`src/rtl/ppcoe_pkg.sv`:
```
`timescale 1ns / 1ps
// ----------------------------------------------------------------------------
// ppcoe_pkg
// Types, codes and constants shared by the clock offset estimator files.
// ----------------------------------------------------------------------------
package ppcoe_pkg;

	localparam int COUNT_BITS = 32;
	localparam int TIME_BITS  = 64;
	localparam int OUT_COUNT_BITS = 32;

	localparam logic       FUNC_TICK = 1'b0;
	localparam logic       FUNC_PONG = 1'b1;

	localparam logic [15:0] PONG_BYTES   = 16'd18;
	localparam logic [7:0]  PING_VERSION = 8'd1;
	localparam logic [7:0]  PONG_MSG_ID  = 8'd2;

	localparam logic [2:0] ST_PING_SENT = 3'd0;
	localparam logic [2:0] ST_SEND_FAIL = 3'd1;
	localparam logic [2:0] ST_BAD_LEN   = 3'd2;
	localparam logic [2:0] ST_BAD_VER   = 3'd3;
	localparam logic [2:0] ST_BAD_ID    = 3'd4;
	localparam logic [2:0] ST_MISMATCH  = 3'd5;
	localparam logic [2:0] ST_ACCEPTED  = 3'd6;

	typedef logic [TIME_BITS-1:0]  time_t;
	typedef logic [COUNT_BITS-1:0] count_t;

	typedef struct packed {
		logic        func;
		time_t       local_time;
		logic        send_ok;
		logic [15:0] pong_length;
		logic [7:0]  pong_version;
		logic [7:0]  pong_msg_id;
		time_t       pong_echo_time;
		time_t       pong_server_time;
	} in_item_t;

	typedef struct packed {
		logic                      ping_valid;
		time_t                     ping_stamp;
		logic [2:0]                status;
		logic signed [TIME_BITS-1:0] offset_out;
		logic [OUT_COUNT_BITS-1:0] pings_sent_out;
		logic [OUT_COUNT_BITS-1:0] pongs_received_out;
		time_t                     last_pong_time_out;
	} out_item_t;

	typedef struct packed {
		logic [2:0] status;
		logic       ping_keep;
		logic       pong_take;
	} check_t;

	typedef struct packed {
		time_t  kept_stamp;
		time_t  offset;
		count_t ping_count;
		count_t pong_count;
		time_t  last_pong;
	} state_t;

	function automatic logic [OUT_COUNT_BITS-1:0] count_out(input count_t c);
		logic [63:0] wide;
		wide = 64'(c);
		return wide[OUT_COUNT_BITS-1:0];
	endfunction

endpackage

```
`src/rtl/ppcoe_if.sv`:
```
`timescale 1ns / 1ps
// ----------------------------------------------------------------------------
// ppcoe_in_if / ppcoe_out_if
// Valid/ready channels for event items and result items.
// ----------------------------------------------------------------------------
interface ppcoe_in_if import ppcoe_pkg::*; ();
	logic     valid;
	logic     ready;
	in_item_t payload;

	modport source (output valid, output payload, input ready);
	modport sink (input valid, input payload, output ready);
endinterface

interface ppcoe_out_if import ppcoe_pkg::*; ();
	logic      valid;
	logic      ready;
	out_item_t payload;

	modport source (output valid, output payload, input ready);
	modport sink (input valid, input payload, output ready);
endinterface

```
`src/rtl/ppcoe_check.sv`:
```
`timescale 1ns / 1ps
// ----------------------------------------------------------------------------
// ppcoe_check
// Classifies one event: ping send outcome or pong checks in priority order.
// ----------------------------------------------------------------------------
module ppcoe_check import ppcoe_pkg::*; (
	input  in_item_t item,
	input  time_t    kept_stamp,
	output check_t   chk
);

	always_comb begin
		chk.ping_keep = 1'b0;
		chk.pong_take = 1'b0;
		if (item.func == FUNC_TICK) begin
			chk.ping_keep = item.send_ok;
			chk.status    = item.send_ok ? ST_PING_SENT : ST_SEND_FAIL;
		end else if (item.pong_length != PONG_BYTES) begin
			chk.status = ST_BAD_LEN;
		end else if (item.pong_version != PING_VERSION) begin
			chk.status = ST_BAD_VER;
		end else if (item.pong_msg_id != PONG_MSG_ID) begin
			chk.status = ST_BAD_ID;
		end else if (item.pong_echo_time != kept_stamp) begin
			chk.status = ST_MISMATCH;
		end else begin
			chk.status    = ST_ACCEPTED;
			chk.pong_take = 1'b1;
		end
	end

endmodule

```
`src/rtl/ppcoe_state.sv`:
```
`timescale 1ns / 1ps
// ----------------------------------------------------------------------------
// ppcoe_state
// Kept stamp, offset estimate, counters and last pong time, with the
// offset update for an accepted pong.
// ----------------------------------------------------------------------------
module ppcoe_state import ppcoe_pkg::*; (
	input  logic     clk,
	input  logic     arst_n,
	input  logic     update,
	input  in_item_t item,
	input  check_t   chk,
	output state_t   st,
	output state_t   st_next
);

	state_t st_q;
	time_t  rtt;
	time_t  half_rtt;

	always_comb begin
		rtt      = item.local_time - st_q.kept_stamp;
		half_rtt = {1'b0, rtt[TIME_BITS-1:1]};
		st_next  = st_q;
		if (chk.ping_keep) begin
			st_next.ping_count = st_q.ping_count + count_t'(1);
			st_next.kept_stamp = item.local_time;
		end
		if (chk.pong_take) begin
			st_next.offset     = item.pong_server_time - half_rtt - st_q.kept_stamp;
			st_next.pong_count = st_q.pong_count + count_t'(1);
			st_next.last_pong  = item.local_time;
		end
	end

	always_ff @(posedge clk or negedge arst_n) begin
		if (!arst_n) begin
			st_q <= '0;
		end else if (update) begin
			st_q <= st_next;
		end
	end

	assign st = st_q;

endmodule

```
`src/rtl/ping_pong_clock_offset_estimator.sv`:
```
`timescale 1ns / 1ps
// ----------------------------------------------------------------------------
// ping_pong_clock_offset_estimator
// Client side of a two-way time-sync exchange: issues pings on timer ticks,
// checks pongs and keeps the server minus local offset estimate.
// ----------------------------------------------------------------------------
// Every event transfer yields one result: the event is registered, then
// the checks, the offset subtract chain and the state update close into
// the result register. A new event is taken in every cycle while ready is
// high; ready drops only while a registered event waits behind a result
// that the sink has not taken. Counters wrap at COUNT_BITS and the offset
// arithmetic wraps modulo 2^64.
module ping_pong_clock_offset_estimator import ppcoe_pkg::*; (
	input  logic        clk,
	input  logic        arst_n,
	ppcoe_in_if.sink    events,
	ppcoe_out_if.source results
);

	logic      valid_s1;
	in_item_t  item_s1;
	logic      res_valid_q;
	out_item_t res_q;
	logic      stall;
	logic      advance;
	check_t    chk;
	state_t    st;
	state_t    st_next;

	assign stall        = res_valid_q && !results.ready;
	assign advance      = valid_s1 && !stall;
	assign events.ready = !(valid_s1 && stall);

	ppcoe_check u_check (
		.item       (item_s1),
		.kept_stamp (st.kept_stamp),
		.chk        (chk)
	);

	ppcoe_state u_state (
		.clk     (clk),
		.arst_n  (arst_n),
		.update  (advance),
		.item    (item_s1),
		.chk     (chk),
		.st      (st),
		.st_next (st_next)
	);

	always_ff @(posedge clk or negedge arst_n) begin
		if (!arst_n) begin
			valid_s1 <= 1'b0;
		end else if (events.ready) begin
			valid_s1 <= events.valid;
		end
	end

	always_ff @(posedge clk) begin
		if (events.valid && events.ready) begin
			item_s1 <= events.payload;
		end
	end

	always_ff @(posedge clk or negedge arst_n) begin
		if (!arst_n) begin
			res_valid_q <= 1'b0;
		end else if (advance) begin
			res_valid_q <= 1'b1;
		end else if (results.ready) begin
			res_valid_q <= 1'b0;
		end
	end

	always_ff @(posedge clk) begin
		if (advance) begin
			res_q.ping_valid         <= (item_s1.func == FUNC_TICK);
			res_q.ping_stamp         <= (item_s1.func == FUNC_TICK) ? item_s1.local_time : '0;
			res_q.status             <= chk.status;
			res_q.offset_out         <= st_next.offset;
			res_q.pings_sent_out     <= count_out(st_next.ping_count);
			res_q.pongs_received_out <= count_out(st_next.pong_count);
			res_q.last_pong_time_out <= st_next.last_pong;
		end
	end

	assign results.valid   = res_valid_q;
	assign results.payload = res_q;

endmodule

```
`src/flat_wrapper.sv`:
```
// flat-port wrapper written by rule: the top's interface ports become plain ports
module ping_pong_clock_offset_estimator_flat import ppcoe_pkg::*;
  (clk, arst_n, events_valid, events_payload, events_ready, results_valid, results_payload, results_ready);
  ppcoe_in_if events_i ();
  ppcoe_out_if results_i ();
  input  logic clk;
  input  logic arst_n;
  input wire logic [$bits(events_i.valid)-1:0] events_valid;
  input wire logic [$bits(events_i.payload)-1:0] events_payload;
  output wire logic [$bits(events_i.ready)-1:0] events_ready;
  output wire logic [$bits(results_i.valid)-1:0] results_valid;
  output wire logic [$bits(results_i.payload)-1:0] results_payload;
  input wire logic [$bits(results_i.ready)-1:0] results_ready;
  assign events_i.valid = events_valid;
  assign events_i.payload = events_payload;
  assign events_ready = events_i.ready;
  assign results_valid = results_i.valid;
  assign results_payload = results_i.payload;
  assign results_i.ready = results_ready;
  ping_pong_clock_offset_estimator u_core (.clk(clk), .arst_n(arst_n), .events(events_i), .results(results_i));
endmodule
```
`config.mk`:
```
export PLATFORM = sky130hd
export DESIGN_NAME = ping_pong_clock_offset_estimator_flat
export DESIGN_NICKNAME = d
export VERILOG_FILES = /design/src/rtl/ppcoe_pkg.sv /design/src/rtl/ppcoe_if.sv /design/src/rtl/ppcoe_check.sv /design/src/rtl/ppcoe_state.sv /design/src/rtl/ping_pong_clock_offset_estimator.sv /design/src/flat_wrapper.sv
export SDC_FILE = /design/constraint.sdc
export NUM_CORES = 1
export LEC_CHECK = 0
export ABC_AREA = 1
export BUFFER_PORTS_ARGS = -buffer_cell sky130_fd_sc_hd__buf_2
export CAP_MARGIN = 40
export CORE_MARGIN = 2
export CORE_UTILIZATION = 45
export DETAILED_ROUTE_END_ITERATION = 12
export PLACE_DENSITY_LB_ADDON = 0.15
export SETUP_SLACK_MARGIN = 0.2
export SKIP_CTS_REPAIR_TIMING = 1
export SYNTH_ARGS = -nofsm -noshare
export SYNTH_HDL_FRONTEND = slang
export SYNTH_SLANG_ARGS = --single-unit
```
`constraint.sdc`:
```
create_clock -name clk -period 20.2 [get_ports clk]
set_clock_uncertainty 0.2 [all_clocks]
set_input_delay 3.03 -clock clk [delete_from_list [all_inputs] [get_ports clk]]
set_output_delay 3.03 -clock clk [all_outputs]
set_load 0.05 [all_outputs]
```
==> results.cfg <==
[setup_path]
critPathLaunchType = input port
slowest_stage = buf_2
worst_r2r_path_depth = 28
crit_top_cell = buf_2
worstReg2RegEnd = u_core.results.payload[173]$_DFFE_PP_
cp.arrival_ns = 3.52
cpPeakStageDelay_ns = 0.28
setup.reg_to_reg.worst_slack_ns = 14.31
crit_path_max_fanout = 3
timing.setup.critical_path_class = in2out
worstPathCellList = buf_2, inv_1, nand3_1, buf_2
required_time_at_the_endpoint_of_the_critical_path_ns = 16.97
crit_path_end_kind = output pin
cpLargestDelayFamily = buffers and inverters
worst-path-buf-inv = 3
timing.rr.start = u_core.item_s1[161]$_DFFE_PP_

[place]
portBuffers = 491
detailedPlacementHpwl_um = 95900
placedInstanceArea_um2 = 45500
routabilityCongestion = 0.938

[detailed_routing]
detailedRoute.firstIterationViolations = 2431
maxUsedRoutingLayer = met4
avgViaCountPerCell = 4.97
route.layer.met1.wl_um = 54800
wl_met2_um = 58000
met3_wirelength_um = 5680
drtPass1Iterations = 5
wire_per_inst_um = 18.1
drt_drc_violations_left = 0
antenna_violation_net_count_after_detailed_routing = 0
routed_wirelength_um = 121000
vias = 33239

[die]
initial_utilization = 0.455
die_w_um = 308
top_level_ports = 492
fp-row-count = 111
fp.coreArea_um2 = 91700
die-height_um = 308
die_area_um2 = 95100

[yosys]
synth.largest_area_cell = edfxtp_1
ys_seq_elements = 744
avgSynthCellArea_um2 = 8.45
synth-async-reset-ratio = 0.347
synth-edff-count = 486
ys_top_cells_by_area = edfxtp_1 (35%), dfrtp_1 (15%), nand2_1 (13%)
netlist_area_um2 = 41700
synth_cell_type_count = 46
syn_nets = 5356
synth_top_area_frac = 0.350
seq_area_frac_synth = 0.505
synthCells = 4933
synthFlopType = edfxtp_1
yosys_warnings = 0

[cells_and_area]
mostFrequentLayoutCells = nand2_1 (1436), inv_1 (877), buf_2 (490)
most_common_library_cell_in_the_layout_ignoring_fill_and_taps = nand2_1
fin_nets = 5861
design_area_um2 = 48200
p_r_area_growth_vs_syn_pct = 15.8
finish.utilization = 0.526
drive_above_1_share = 0.144

[timing]
setup_viol = 0
period_minus_slack_ns = 6.75
final_min_period_over_clock_period = 0.334
clock.fmax_mhz = 148
worst_slew_pin_slew_ns = 0.918
final.setup.tns_ns = 0
timing.final.hold_violations = 0
max_slew_margin = 0.388
rsz0062_at_grt = no
final_max_slew_viol_count = 0

[min_path]
hold_path_class = reg2reg
hold_depth = 2
hp-start = u_core.u_state.st[190]$_DFFE_PN0P_
hold-path-endpoint = u_core.u_state.st[190]$_DFFE_PN0P_

[pwr]
power.leakage_nw = 23.0
powerDensity_nw_per_um2 = 181
peakVddDrop_uv = 108
p_total_mw = 8.73

[status]
outcome = finished, final reports clean

[grt]
total_gr_overflow = 0
groute.usage.overall = 0.256
grt_pass1_vias = 32155
wire_length_of_the_first_global_routing_pass_um = 185000
pin_count_of_the_biggest_net_entering_global_routing = 150
grt_antenna_before_repair = 2

[job]
drv_cap = 0

[clock_network]
cts_tree = built
cts_buffers = 83
insertion_delay_ns = 0.69
ctsLongestPathBuffers = 3
clk_pin_slew_ns = 0.06
h-tree-depth = 3
cts_root_buf = clkbuf_16
num_clock_sinks = 744
[final cells by class]
| cell class | instances | area, um2 |
|---|---|---|
| inverter | 911 | 3430 |
| fill | 8811 | 43400 |
| clock inverter | 43 | 489 |
| tap | 1186 | 1480 |
| multi-input combinational | 3182 | 16800 |
| sequential | 744 | 21100 |
| antenna | 2 | 5.00 |
| timing repair buffer | 516 | 2750 |
| clock buffer | 109 | 2270 |
[how the worst max path moves through the flow]
| stage | start | endpoint | slack (ns) | cells after the start |
|---|---|---|---|---|
| 5_1_grt | results_ready | events_ready | 13.43 | 4 |
| 6_report | results_ready | events_ready | 13.45 | 4 |
| 4_1_cts | results_ready | events_ready | 13.46 | 4 |
| 2_1_floorplan | results_ready | u_core.results.payload[0]$_DFFE_PP_ | 8.49 | 6 |
| 3_3_place_gp | results_ready | u_core.results.payload[40]$_DFFE_PP_ | 13.44 | 7 |
| 3_5_place_dp | results_ready | events_ready | 13.46 | 4 |
[tightest hold or removal path: cells and delay by family, from the launching register on]
kind / cells / cell delay, ns
and+or+nand+nor: 2 / 0.10
DFF: 1 / 0.33
[per-layer routing]
metal | vias up | GRT usage
li1 | 16743 | -
met1 | 15565 | 0.345
met2 | 782 | 0.430
met3 | 149 | 0.0342
met4 | 0 | 0.0741
met5 | - | 0
[flip-flops by register name, indices dropped and copies added (netlist names)]
| name | flops |
|---|---|
| u_core.u_state.st | 256 |
| u_core.results.payload | 260 |
| u_core.results.valid | 1 |
| u_core.valid_s1 | 1 |
| u_core.item_s1 | 226 |
[synthesized netlist by cell type, types with 19 or more instances]
cell type,instances
xnor2_1,40
inv_1,878
o21ai_1,22
nor3_1,46
a31oi_1,32
clkbuf_1,55
nand3_1,211
nand4_1,67
o21bai_1,19
a21oi_1,155
dfrtp_1,258
inv_2,32
and2_1,35
ha_1,129
nor2_1,407
or2_2,23
xor2_1,77
o21ai_0,259
nand2_1,1438
o21ai_2,75
fa_1,64
edfxtp_1,486
[power breakdown]
group          leakage (nW)  switching, mW  internal (mW)
Combinational          13.5           3.49           1.54
Clock                  1.32          0.639          0.889
Sequential             8.18          0.191           1.98
Total                  23.0           4.32           4.40
[per-stage QoR]
step                hold slack [ns]  setup WS [ns]  instances
global route                  0.289          13.43       6693
finish                        0.272          13.45       6693
global placement              0.253          13.44       6534
detailed placement            0.258          13.46       6539
floorplan                     0.242           8.49       4933
CTS                           0.275          13.46       6691
[cell families (layout without fill, tap and decap cells)]
logic type | count (synthesis) | in the layout | share of synthesized area
simple gates | 2265 | 2265 | 0.223
buf+inv | 1007 | 1579 | 0.0933
flops | 744 | 744 | 0.505
compound gates | 606 | 606 | 0.0844
fa+ha+maj | 193 | 193 | 0.0695
xor+xnor | 118 | 118 | 0.0250
other cells | 0 | 2 | 0
(Power assumes the default switching activity.)
